`src/rtl/core/telegraph_shift_code_encoder_top_assert.svh`:
```
`ifndef TELEGRAPH_SHIFT_CODE_ENCODER_TOP_ASSERT_SVH
`define TELEGRAPH_SHIFT_CODE_ENCODER_TOP_ASSERT_SVH
// concurrent check macros, clocked on clk with async reset
`define TSC_ASSERT(label, prop, msg) \
    label: assert property (@(posedge clk) disable iff (!rst_n) prop) else $error(msg);
`define TSC_ASSERT_NEVER(label, cond, msg) \
    label: assert property (@(posedge clk) disable iff (!rst_n) !(cond)) else $error(msg);
`endif

```
`src/rtl/core/tsce_pkg.sv`:
```
package tsce_pkg;

    localparam logic [7:0] SHIFT_LATIN    = 8'h0E;
    localparam logic [7:0] SHIFT_CYRILLIC = 8'h0F;
    localparam logic [7:0] CODE_SPACE     = 8'h20;
    localparam logic [7:0] CODE_CR        = 8'h0D;
    localparam logic [7:0] CODE_LF        = 8'h0A;
    localparam logic [7:0] CODE_BEL       = 8'h07;
    localparam logic [7:0] CODE_UNMAPPED  = 8'hFF;
    localparam logic       BANK_LATIN     = 1'b0;
    localparam logic       BANK_CYRILLIC  = 1'b1;
    localparam int         QUEUE_DEPTH    = 2;

    typedef struct packed {
        logic [15:0] char_code;
        logic        start_of_message;
    } in_word_t;

    typedef struct packed {
        logic [7:0] out_byte;
        logic       last_of_item;
    } out_word_t;

    // classified character: keep_bank means keep current bank
    typedef struct packed {
        logic [7:0] code;
        logic       bank;
        logic       keep_bank;
        logic       start_of_message;
    } class_t;

    function automatic logic [7:0] cyr_lower(input logic [4:0] idx);
        logic [7:0] r;
        begin
            case (idx)
                5'd0: r = 8'h41;  5'd1: r = 8'h42;  5'd2: r = 8'h57;  5'd3: r = 8'h47;
                5'd4: r = 8'h44;  5'd5: r = 8'h45;  5'd6: r = 8'h56;  5'd7: r = 8'h5A;
                5'd8: r = 8'h49;  5'd9: r = 8'h4A;  5'd10: r = 8'h4B; 5'd11: r = 8'h4C;
                5'd12: r = 8'h4D; 5'd13: r = 8'h4E; 5'd14: r = 8'h4F; 5'd15: r = 8'h50;
                5'd16: r = 8'h52; 5'd17: r = 8'h53; 5'd18: r = 8'h54; 5'd19: r = 8'h55;
                5'd20: r = 8'h46; 5'd21: r = 8'h48; 5'd22: r = 8'h43; 5'd23: r = 8'h5E;
                5'd24: r = 8'h5B; 5'd25: r = 8'h5D; 5'd26: r = 8'h00; 5'd27: r = 8'h59;
                5'd28: r = 8'h58; 5'd29: r = 8'h5C; 5'd30: r = 8'h40; 5'd31: r = 8'h51;
                default: r = 8'h00;
            endcase
            return r;
        end
    endfunction

    function automatic logic [7:0] latin_code(input logic [15:0] c);
        logic [7:0] r;
        begin
            r = 8'h00;
            if (c[15:8] == 8'h00) begin
                if ((c >= 16'h30 && c <= 16'h39) || (c >= 16'h41 && c <= 16'h5A) ||
                    (c >= 16'h61 && c <= 16'h7A))
                    r = c[7:0];
                else begin
                    case (c[7:0])
                        8'h22, 8'h23, 8'h25, 8'h26, 8'h28, 8'h29, 8'h2A, 8'h2B,
                        8'h2D, 8'h2F, 8'h3C, 8'h3D, 8'h3E, 8'h3F, 8'h5B, 8'h5D,
                        8'h5E, 8'h5F: r = c[7:0];
                        8'h60: r = 8'h3B;
                        8'h2E: r = 8'h7E;
                        8'h5C: r = 8'h60;
                        default: r = 8'h00;
                    endcase
                end
            end
            return r;
        end
    endfunction

    function automatic logic [7:0] cyrillic_code(input logic [15:0] c);
        logic [7:0] r;
        logic [7:0] low;
        begin
            r = 8'h00;
            // both letter blocks start at an offset of 16 within their 32-code span
            low = cyr_lower(c[4:0] ^ 5'h10);
            if (c == 16'h21 || c == 16'h24)
                r = c[7:0];
            else if (c >= 16'h430 && c <= 16'h44F)
                r = low;
            else if (c >= 16'h410 && c <= 16'h42F)
                r = (low != 8'h00) ? low + 8'h20 : 8'h00;
            return r;
        end
    endfunction

endpackage

```
`src/rtl/core/telegraph_shift_code_encoder_top.sv`:
```
// path: an accepted input word passes the front register, the queue and the output register
// throughput: one word per cycle on output while out_stall is low; items needing no shift every cycle,
// items with a bank shift take two output words, one for the shift byte, one for the code
// a 2-entry queue between classifier and emitter lets each side stall on its own
// reset: asynchronous active-low, clears bank to latin and empties all stages
module telegraph_shift_code_encoder_top #(
    parameter int QUEUE_DEPTH = tsce_pkg::QUEUE_DEPTH
) (
    input  logic                clk,
    input  logic                rst_n,
    input  tsce_pkg::in_word_t  in_data,
    input  logic                in_valid,
    output logic                in_stall,
    output tsce_pkg::out_word_t out_data,
    output logic                out_valid,
    input  logic                out_stall
);

    tsce_pkg::class_t f_cls, q_cls;
    logic             f_valid, f_stall, q_valid, q_stall;

    tsce_front u_front (
        .clk(clk), .rst_n(rst_n), .in_data(in_data), .in_valid(in_valid),
        .in_stall(in_stall), .cls(f_cls), .cls_valid(f_valid), .cls_stall(f_stall)
    );

    tsce_queue #(.DEPTH(QUEUE_DEPTH)) u_queue (
        .clk(clk), .rst_n(rst_n), .wr_data(f_cls), .wr_valid(f_valid),
        .wr_stall(f_stall), .rd_data(q_cls), .rd_valid(q_valid), .rd_stall(q_stall)
    );

    tsce_back u_back (
        .clk(clk), .rst_n(rst_n), .cls(q_cls), .cls_valid(q_valid), .cls_stall(q_stall),
        .out_data(out_data), .out_valid(out_valid), .out_stall(out_stall)
    );

endmodule

```
`src/rtl/core/tsce_front.sv`:
```
module tsce_front (
    input  logic              clk,
    input  logic              rst_n,
    input  tsce_pkg::in_word_t in_data,
    input  logic              in_valid,
    output logic              in_stall,
    output tsce_pkg::class_t  cls,
    output logic              cls_valid,
    input  logic              cls_stall
);

    tsce_pkg::class_t cls_reg, cls_next;
    logic             valid_reg;
    logic [7:0]       lat;
    logic [7:0]       cyr;
    logic [15:0]      c;

    assign c   = in_data.char_code;
    assign lat = tsce_pkg::latin_code(c);
    assign cyr = tsce_pkg::cyrillic_code(c);

    always_comb
    begin
        cls_next.start_of_message = in_data.start_of_message;
        cls_next.keep_bank = 1'b1;
        cls_next.bank = tsce_pkg::BANK_LATIN;
        if (c == 16'h20)
            cls_next.code = tsce_pkg::CODE_SPACE;
        else if (c == 16'h0A)
            cls_next.code = tsce_pkg::CODE_LF;
        else if (c == 16'h0D)
            cls_next.code = tsce_pkg::CODE_CR;
        else if (c == 16'h07)
            cls_next.code = tsce_pkg::CODE_BEL;
        else
        begin
            cls_next.keep_bank = 1'b0;
            if (lat != 8'h00)
                cls_next.code = lat;
            else if (cyr != 8'h00)
            begin
                cls_next.code = cyr;
                cls_next.bank = tsce_pkg::BANK_CYRILLIC;
            end
            else
                cls_next.code = tsce_pkg::CODE_UNMAPPED;
        end
    end

    assign in_stall  = valid_reg && cls_stall;
    assign cls       = cls_reg;
    assign cls_valid = valid_reg;

    always_ff @(posedge clk or negedge rst_n)
    begin
        if (!rst_n)
            valid_reg <= 1'b0;
        else if (!in_stall)
            valid_reg <= in_valid;
    end

    always_ff @(posedge clk)
    begin
        if (!in_stall && in_valid)
            cls_reg <= cls_next;
    end

endmodule

```
`src/rtl/core/tsce_queue.sv`:
```
`include "telegraph_shift_code_encoder_top_assert.svh"
module tsce_queue #(
    parameter int DEPTH = tsce_pkg::QUEUE_DEPTH
) (
    input  logic             clk,
    input  logic             rst_n,
    input  tsce_pkg::class_t wr_data,
    input  logic             wr_valid,
    output logic             wr_stall,
    output tsce_pkg::class_t rd_data,
    output logic             rd_valid,
    input  logic             rd_stall
);

    localparam int AW = (DEPTH > 1) ? $clog2(DEPTH) : 1;

    tsce_pkg::class_t  mem_reg [DEPTH];
    logic [AW-1:0]     wp_reg, rp_reg;
    logic [AW:0]       cnt_reg;
    logic              wr_en, rd_en;

    assign wr_stall = (cnt_reg == AW'(0) + (AW+1)'(DEPTH));
    assign rd_valid = (cnt_reg != '0);
    assign rd_data  = mem_reg[rp_reg];
    assign wr_en    = wr_valid && !wr_stall;
    assign rd_en    = rd_valid && !rd_stall;

    always_ff @(posedge clk or negedge rst_n)
    begin
        if (!rst_n)
        begin
            wp_reg  <= '0;
            rp_reg  <= '0;
            cnt_reg <= '0;
        end
        else
        begin
            if (wr_en)
                wp_reg <= (wp_reg == AW'(DEPTH - 1)) ? '0 : wp_reg + AW'(1);
            if (rd_en)
                rp_reg <= (rp_reg == AW'(DEPTH - 1)) ? '0 : rp_reg + AW'(1);
            cnt_reg <= cnt_reg + (AW+1)'(wr_en) - (AW+1)'(rd_en);
        end
    end

    always_ff @(posedge clk)
    begin
        if (wr_en)
            mem_reg[wp_reg] <= wr_data;
    end

    `TSC_ASSERT(a_cnt_bound, cnt_reg <= (AW+1)'(DEPTH), "queue count overflow")
    `TSC_ASSERT(a_empty_read, (cnt_reg == '0) |-> !rd_en, "read from empty queue")
    `TSC_ASSERT(a_full_write, (cnt_reg == (AW+1)'(DEPTH)) |=> (cnt_reg != '0), "full queue lost")

endmodule

```
`src/rtl/core/tsce_back.sv`:
```
`include "telegraph_shift_code_encoder_top_assert.svh"
module tsce_back (
    input  logic               clk,
    input  logic               rst_n,
    input  tsce_pkg::class_t   cls,
    input  logic               cls_valid,
    output logic               cls_stall,
    output tsce_pkg::out_word_t out_data,
    output logic               out_valid,
    input  logic               out_stall
);

    logic       bank_reg;
    logic       shifted_reg;
    logic       eff_bank;
    logic       need_bank;
    logic       need_shift;
    logic       load;
    tsce_pkg::out_word_t word_reg, word_next;
    logic       valid_reg;

    assign eff_bank   = cls.start_of_message ? tsce_pkg::BANK_LATIN : bank_reg;
    assign need_bank  = cls.keep_bank ? eff_bank : cls.bank;
    // shift byte goes out first, then the code byte on the next slot
    assign need_shift = (need_bank != eff_bank) && !shifted_reg;
    assign load       = cls_valid && (!valid_reg || !out_stall);
    assign cls_stall  = !(load && !need_shift);

    always_comb
    begin
        if (need_shift)
            word_next = '{out_byte: (need_bank == tsce_pkg::BANK_CYRILLIC) ?
                          tsce_pkg::SHIFT_CYRILLIC : tsce_pkg::SHIFT_LATIN,
                          last_of_item: 1'b0};
        else
            word_next = '{out_byte: cls.code, last_of_item: 1'b1};
    end

    always_ff @(posedge clk or negedge rst_n)
    begin
        if (!rst_n)
        begin
            bank_reg    <= tsce_pkg::BANK_LATIN;
            shifted_reg <= 1'b0;
            valid_reg   <= 1'b0;
        end
        else
        begin
            if (load)
            begin
                valid_reg <= 1'b1;
                if (need_shift)
                    shifted_reg <= 1'b1;
                else
                begin
                    shifted_reg <= 1'b0;
                    bank_reg    <= need_bank;
                end
            end
            else if (!out_stall)
                valid_reg <= 1'b0;
        end
    end

    always_ff @(posedge clk)
    begin
        if (load)
            word_reg <= word_next;
    end

    assign out_data  = word_reg;
    assign out_valid = valid_reg;

    `TSC_ASSERT(a_shift_then_code, (load && need_shift) |=> shifted_reg, "shift not followed")
    `TSC_ASSERT(a_shift_last, (valid_reg && !word_reg.last_of_item) |-> shifted_reg,
        "shift byte without pending code")
    `TSC_ASSERT_NEVER(a_bank_moved, shifted_reg && !cls_valid, "lost item mid shift")

endmodule

```
`config.mk`:
```
export PLATFORM = sky130hd
export DESIGN_NAME = telegraph_shift_code_encoder_top
export DESIGN_NICKNAME = d
export VERILOG_FILES = /design/src/rtl/core/tsce_pkg.sv /design/src/rtl/core/telegraph_shift_code_encoder_top.sv /design/src/rtl/core/tsce_front.sv /design/src/rtl/core/tsce_queue.sv /design/src/rtl/core/tsce_back.sv
export VERILOG_INCLUDE_DIRS = /design/src /design/src/rtl/core
export SDC_FILE = /design/constraint.sdc
export NUM_CORES = 1
export LEC_CHECK = 0
export ABC_CLOCK_PERIOD_IN_PS = 2250
export BUFFER_PORTS_ARGS = -buffer_cell sky130_fd_sc_hd__buf_2
export CAP_MARGIN = 15
export CORE_UTILIZATION = 40
export CTS_CLUSTER_SIZE = 40
export DETAILED_ROUTE_END_ITERATION = 10
export PLACE_DENSITY_LB_ADDON = 0.3
export SYNTH_ARGS = -nofsm -noshare
export SYNTH_HDL_FRONTEND = slang
export SYNTH_HIERARCHICAL = 1
export SYNTH_SLANG_ARGS = --single-unit
```
`constraint.sdc`:
```
create_clock -name clk -period 2.25 [get_ports clk]
set_input_delay 0.3375 -clock clk [delete_from_list [all_inputs] [get_ports clk]]
set_output_delay 0.3375 -clock clk [all_outputs]
set_load 0.02 [all_outputs]
```
After elaboration in Yosys (flattened, before gate mapping)
Memories as Yosys holds them, arrays and structs flattened.
Index checks and enable logic that the tools add are counted.
{"block": "totals", "reg_bits": 28, "ramBits": 22, "mem_bits_ro": 192, "in_bits": 21, "output_inout_bits": 11, "wordCells": 122, "memories": 2}
{"memory": "(name not given)", "words": 32, "width": 6, "read_ports": 1, "rd_ports_with_merged_regs": 0, "write_ports": 0, "line": "tsce_pkg.sv:35", "text": "case (idx)"}
{"memory": "u_queue.mem_reg", "words": 2, "width": 11, "read_ports": 1, "rd_ports_with_merged_regs": 0, "write_ports": 1, "line": "tsce_queue.sv:17", "text": "tsce_pkg::class_t mem_reg [DEPTH];"}
{"block": "op_classes", "n_addsub": 5, "magnitude_cmp": 10, "eq_ne": 30, "mux": 25, "n_bitwise": 2, "reduce_logical": 33}
{"op": "8-bit by 6-bit equality test with 1-bit output (second input constant)", "count": 15}
{"op": "8-bit two-way mux", "count": 8}
{"op": "16-bit by 6-bit equality test with 1-bit output (second input constant)", "count": 3}
{"op": "8-bit by 7-bit equality test with 1-bit output (second input constant)", "count": 6}
{"op": "16-bit by 4-bit equality test with 1-bit output (second input constant)", "count": 2}
{"op": "16-bit by 11-bit >= comparator with 1-bit output (second input constant)", "count": 2}
{"op": "16-bit by 7-bit >= comparator with 1-bit output (second input constant)", "count": 2}
{"op": "16-bit by 11-bit <= comparator with 1-bit output (second input constant)", "count": 2}
{"op": "16-bit by 7-bit <= comparator with 1-bit output (second input constant)", "count": 2}
{"op": "8-bit case mux with 4 select lines", "count": 1}
{"op": "8-bit nonzero test", "count": 3}
{"op": "6-bit two-way mux", "count": 3}
{"op": "18-bit OR reduction", "count": 1}
{"op": "16-bit by 3-bit equality test with 1-bit output (second input constant)", "count": 1}
{"op": "16-bit by 6-bit >= comparator with 1-bit output (second input constant)", "count": 1}
{"op": "16-bit by 6-bit <= comparator with 1-bit output (second input constant)", "count": 1}
{"op": "1-bit logical AND", "count": 12}
{"op": "1-bit two-way mux", "count": 12}
{"op": "9-bit two-way mux", "count": 1}
{"op": "8-bit by 6-bit adder with 8-bit output (second input constant)", "count": 1}
{"op": "8-bit logical NOT", "count": 1}
{"op": "1-bit logical NOT", "count": 6}
{"op": "5-bit OR reduction", "count": 1}
{"op": "1-bit logical OR", "count": 4}
{"op": "12 further kinds", "count": 14}

Longest topological paths before layout
An unclocked memory read counts as a cell.
{"block": "logic_depth", "depth_word": 13, "ltp_mapped": 11, "mapped_depth_nobuf": 10}

Hierarchy
Netlist, hierarchy kept.
{"module": "tsce_front", "instances": 1, "cells_each": 210, "area_per_inst_um2": 1682.9, "seq_area_each_um2": 355.3}
{"module": "tsce_queue", "instances": 1, "cells_each": 52, "area_per_inst_um2": 1002.2, "seq_area_each_um2": 760.7}
{"module": "tsce_back", "instances": 1, "cells_each": 39, "area_per_inst_um2": 531.8, "seq_area_each_um2": 345.3}

Worst setup path after synthesis
Ideal clock, no wire load.
{"block": "synth_path", "kind": "input to register", "from": "input in_data[2] (netlist name)", "to": "register u_front.cls_reg, in the netlist u_front/cls[6] (data pin)", "setup_ns": 0.264, "t_arrival_ns": 2.453, "required_ns": 1.986, "slack_ns": -0.467, "path_stages": 10, "path_buffers": 1, "cell_sequence": "clkbuf_1 -> inv_1 -> ha_1 -> or4b_4 -> o31a_1 -> o22a_2 -> nor2_4 -> a31o_1 -> o221a_1 -> a211oi_2"}
{"block": "synth_between", "elab_chain_len": 12, "elab_cells_between_ends": 63, "cone_classes": "1 x add/sub; 10 x order compare; 27 x eq/ne; 12 x mux; 12 x reduce/logical; 1 x memory"}
{"element": "from (decl)", "line": "telegraph_shift_code_encoder_top.sv:11", "text": "input tsce_pkg::in_word_t in_data,"}
{"element": "memory read 32 x 6 bit"}
{"element": "8-bit by 6-bit adder with 8-bit output or 8-bit nonzero test (tied branches)", "line": "tsce_pkg.sv:86", "text": "r = (low != 8'h00) ? low + 8'h20 : 8'h00;"}
{"element": "8-bit two-way mux", "line": "tsce_pkg.sv:86"}
{"element": "8-bit two-way mux", "line": "tsce_pkg.sv:85", "text": "else if (c >= 16'h410 && c <= 16'h42F)"}
{"element": "8-bit two-way mux", "line": "tsce_pkg.sv:83", "text": "else if (c >= 16'h430 && c <= 16'h44F)"}
{"element": "8-bit two-way mux", "line": "tsce_pkg.sv:81", "text": "if (c == 16'h21 || c == 16'h24)"}
{"element": "8-bit nonzero test", "line": "tsce_front.sv:40", "text": "else if (cyr != 8'h00)"}
{"element": "8-bit two-way mux", "line": "tsce_front.sv:40"}
{"element": "8-bit two-way mux", "line": "tsce_front.sv:38", "text": "if (lat != 8'h00)"}
{"element": "6-bit two-way mux", "line": "tsce_front.sv:33", "text": "else if (c == 16'h07)"}
{"element": "6-bit two-way mux", "line": "tsce_front.sv:31", "text": "else if (c == 16'h0D)"}
{"element": "6-bit two-way mux", "line": "tsce_front.sv:29", "text": "else if (c == 16'h0A)"}
{"element": "to (signal assigned)", "line": "tsce_front.sv:65", "text": "cls_reg <= cls_next;"}
{"element": "to (decl)", "line": "tsce_front.sv:12", "text": "tsce_pkg::class_t cls_reg, cls_next;"}
Several ways; a longest one is shown, not always the timed one.
A chain may end at the register's enable or synchronous reset.

Worst setup path in the final report
{"block": "layout_path", "from": "input in_data[2] (netlist name)", "to": "register u_front.cls_reg, in the netlist u_front/cls[9] (data pin)"}
{"block": "layout_between", "elab_chain_len": 9, "elab_cells_between_ends": 61, "cone_classes": "1 x add/sub; 10 x order compare; 27 x eq/ne; 9 x mux; 13 x reduce/logical; 1 x memory"}
{"element": "memory read 32 x 6 bit"}
{"element": "8-bit by 6-bit adder with 8-bit output or 8-bit nonzero test (tied branches)", "line": "tsce_pkg.sv:86"}
{"element": "8-bit two-way mux", "line": "tsce_pkg.sv:86"}
{"element": "8-bit two-way mux", "line": "tsce_pkg.sv:85"}
{"element": "8-bit two-way mux", "line": "tsce_pkg.sv:83"}
{"element": "8-bit two-way mux", "line": "tsce_pkg.sv:81"}
{"element": "8-bit nonzero test", "line": "tsce_front.sv:40"}
{"element": "8-bit two-way mux", "line": "tsce_front.sv:40"}
{"element": "8-bit two-way mux", "line": "tsce_front.sv:38"}
Several ways; a longest one is shown, not always the timed one.

==> impl_metrics.tcl <==
set metrics [dict create \
    cts.clk_slew.worst_paths_ns 0.08 \
    min_period_ns 2.198 \
    grt_max_degree 23 \
    r2r_end "u_queue/cnt_reg[1]$_DFF_PN0_" \
    cp_slowest_stage_delay_ns 0.48 \
    fin_cells 486 \
    postSynthAreaPerCell_sq_um 10.69 \
    wirelength_microns 7226 \
    clockRootBuffer "clkbuf_8" \
    fin_nets 412 \
    grt_usage_pct 17.98 \
    required_ns 2.41 \
    cts_tree "yes" \
    clkSinkCount 50 \
    largest_register_ffs 22 \
    cts_buffers 5 \
    end_kind "flip-flop" \
    io_pins 32 \
    min_path_cells 1 \
    row_count 32 \
    place.detailed.hpwl_microns 5696 \
    slowest_stage "or4b_4" \
    firstDrtPassIters 4 \
    cp_top_family "compound AO/OA/AOI/OAI gates" \
    grt-ovfl-total 0 \
    yosysSeqAreaShare_pct 45.43 \
    via_per_inst 5.449 \
    synth-edff-count 42 \
    crit_fanout 5 \
    grt_pass1_wl_microns 12010 \
    slew_viol_final 0 \
    clk_latency_ns 0.30 \
    power_density_nw_per_um2 831.6 \
    min_from "in_data[0]" \
    ys.warnings.count 6 \
    die_area_sq_um 8404 \
    n_antenna_cell 0 \
    syn_nets 330 \
    leakagePower_nw 1.585 \
    ys_ff_latch 50 \
    synth_cell_type_count 80 \
    rsz0062_at_grt "true" \
    clock_skew_ns 0.002294 \
    grt_pass1_vias 2623 \
    port_buffers 31 \
    drive_gt1_share_pct 40.10 \
    drc_errors 0 \
    fmax_ghz 0.4549 \
    ys_top_cells_by_area "edfxtp_1 39%, dfrtp_1 6.2%, mux2_2 4.6%" \
    core-area_sq_um 7767 \
    slew_headroom_pct 65.23 \
    worst-path-buf-inv 2 \
    status "finished, final reports clean" \
    gp_congestion 0.9230 \
    r2r_start "u_queue/rp_reg$_DFFE_PN0P_" \
    wl_per_cell_microns 14.87 \
    synth.cell_area_sq_um 3217 \
    synthFlopType "edfxtp_1" \
    cp-start-kind "input port" \
    post-route-util_pct 53.38 \
    final_cell_mix "63 x buf_4, 42 x edfxtp_1, 29 x buf_2" \
    tightest_slew_ns 0.5215 \
    synth.largest_area_cell "edfxtp_1" \
    clockBufferDepth 2 \
    setup_violations 0 \
    die_w_microns 91.68 \
    cp_cell_sequence "buf_12, clkinv_8, ha_4, or4b_4, o31a_1, o22a_2, nor2_4, a31oi_4, a211o_1, a21oi_2" \
    ir_worst_vdd_v 0.0003362 \
    cp.arrival_ns 2.36 \
    r2r_cells 10 \
    place_inst 475 \
    synth.top_cell.area_share_pct 39.21 \
    async_flop_share_pct 16.00 \
    syn_inst 301 \
    antenna_found_initial 0 \
    r2r_setup_slack_ns 0.11 \
    hold_viol_final 0 \
    start_util_pct 41.41 \
    die_y_microns 91.68 \
    hold_path.class "input port to flip-flop" \
    min_to "u_front/cls[0]$_DFFE_PP_" \
    critical_path_class "input port to flip-flop" \
    cts_htree_levels 2 \
    area_growth_pct 28.90 \
    min_period_over_period_pct 97.70 \
    antenna_left 0 \
    vias 2648 \
    layout_commonest_cell "buf_4" \
    drtIter0Drc 95 \
    cap_violations 0 \
]
## worst max path at each step
| stage | startpoint | end | slack (ns) | depth (start not counted) |
|---|---|---|---|---|
| after floorplan | in_data[2] | u_front/cls[6]$_SDFFCE_PP0P_ | -0.19 | 10 |
| after global placement | in_data[2] | u_front/cls[4]$_SDFFCE_PP0P_ | -0.30 | 10 |
| after detailed placement | in_data[1] | u_front/cls[6]$_SDFFCE_PP0P_ | -0.36 | 10 |
| after CTS | in_data[1] | u_front/cls[9]$_SDFFCE_PP0P_ | 0.03 | 9 |
| after global routing | in_data[2] | u_front/cls[9]$_SDFFCE_PP0P_ | -0.001 | 10 |
| final | in_data[2] | u_front/cls[9]$_SDFFCE_PP0P_ | 0.05 | 10 |
## cells in the mapped netlist, drive strengths merged (7+ instances only)
master / number
ha: 8
edfxtp: 42
nand2: 23
a21oi: 13
nor2: 21
dfrtp: 8
inv: 7
o21ai: 21
buf: 12
mux2: 13
a21o: 9
clkbuf: 8
## final cells by class
cell class                 instances  area (sq um)
inverter                           7         51.30
fill                             716          3621
timing repair buffer              95         668.1
multi-input combinational        224          1750
tap                              102         127.6
sequential                        50          1463
clock buffer                       6         72.57
clock inverter                     2         13.76
## timing repair
action                                 in CTS  in global routing
pin swaps                                   0                  7
gates resized for setup                     2                 26
setup endpoints to repair                   2                 10
buffers inserted                            0                  2
hold buffers                                1                  0
endpoints found under the hold margin       8                  0
## metrics by stage
step | setup TNS [ns] | power [W] | cell area [sq um] | hold slack, ns | setup slack, ns
3_3_place_gp | -2.204 | 0.002797 | 3918 | 0.1878 | -0.2985
3_5_place_dp | -2.507 | 0.002848 | 3918 | 0.1886 | -0.3584
6_report | 0 | 0.003448 | 4146 | 0.2226 | 0.05168
2_1_floorplan | -0.8113 | 0.002453 | 3323 | 0.04191 | -0.1867
4_1_cts | 0 | 0.003354 | 4019 | 0.2105 | 0.02937
5_1_grt | -0.0009615 | 0.003678 | 4146 | 0.1990 | -0.0009615
## kinds of logic (layout without fill, tap and decap cells)
family                     after synthesis  count (layout)  synth area share, %
and+or+nand+nor                        102             102                18.94
muxes                                   16              16                5.484
buffers and inverters                   27             110                3.851
DFF                                     50              50                45.43
adders and majority gates                8               8                3.112
AOI/OAI and AO/OA                       91              91                21.04
xor gates and xnor gates                 7               7                2.139
## metal layers
layer / vias up / share of wire, % / wire length (microns) / track usage [%]
met4: 0 / 3.0 / 219 / 8.466
met5: - / 0 / 0 / 0
met2: 60 / 53 / 3822 / 33.96
li1: 1312 / - / - / -
met3: 17 / 2.6 / 189 / 1.907
met1: 1259 / 41 / 2993 / 20.04
## power breakdown
group	internal, W	leakage (nW)	switching [W]
sequential	0.00134	0.445	0.000108
clock	0.000219	0.0452	0.000273
combinational	0.000708	1.09	0.000795
No activity file was read; power rests on OpenSTA's default activity.
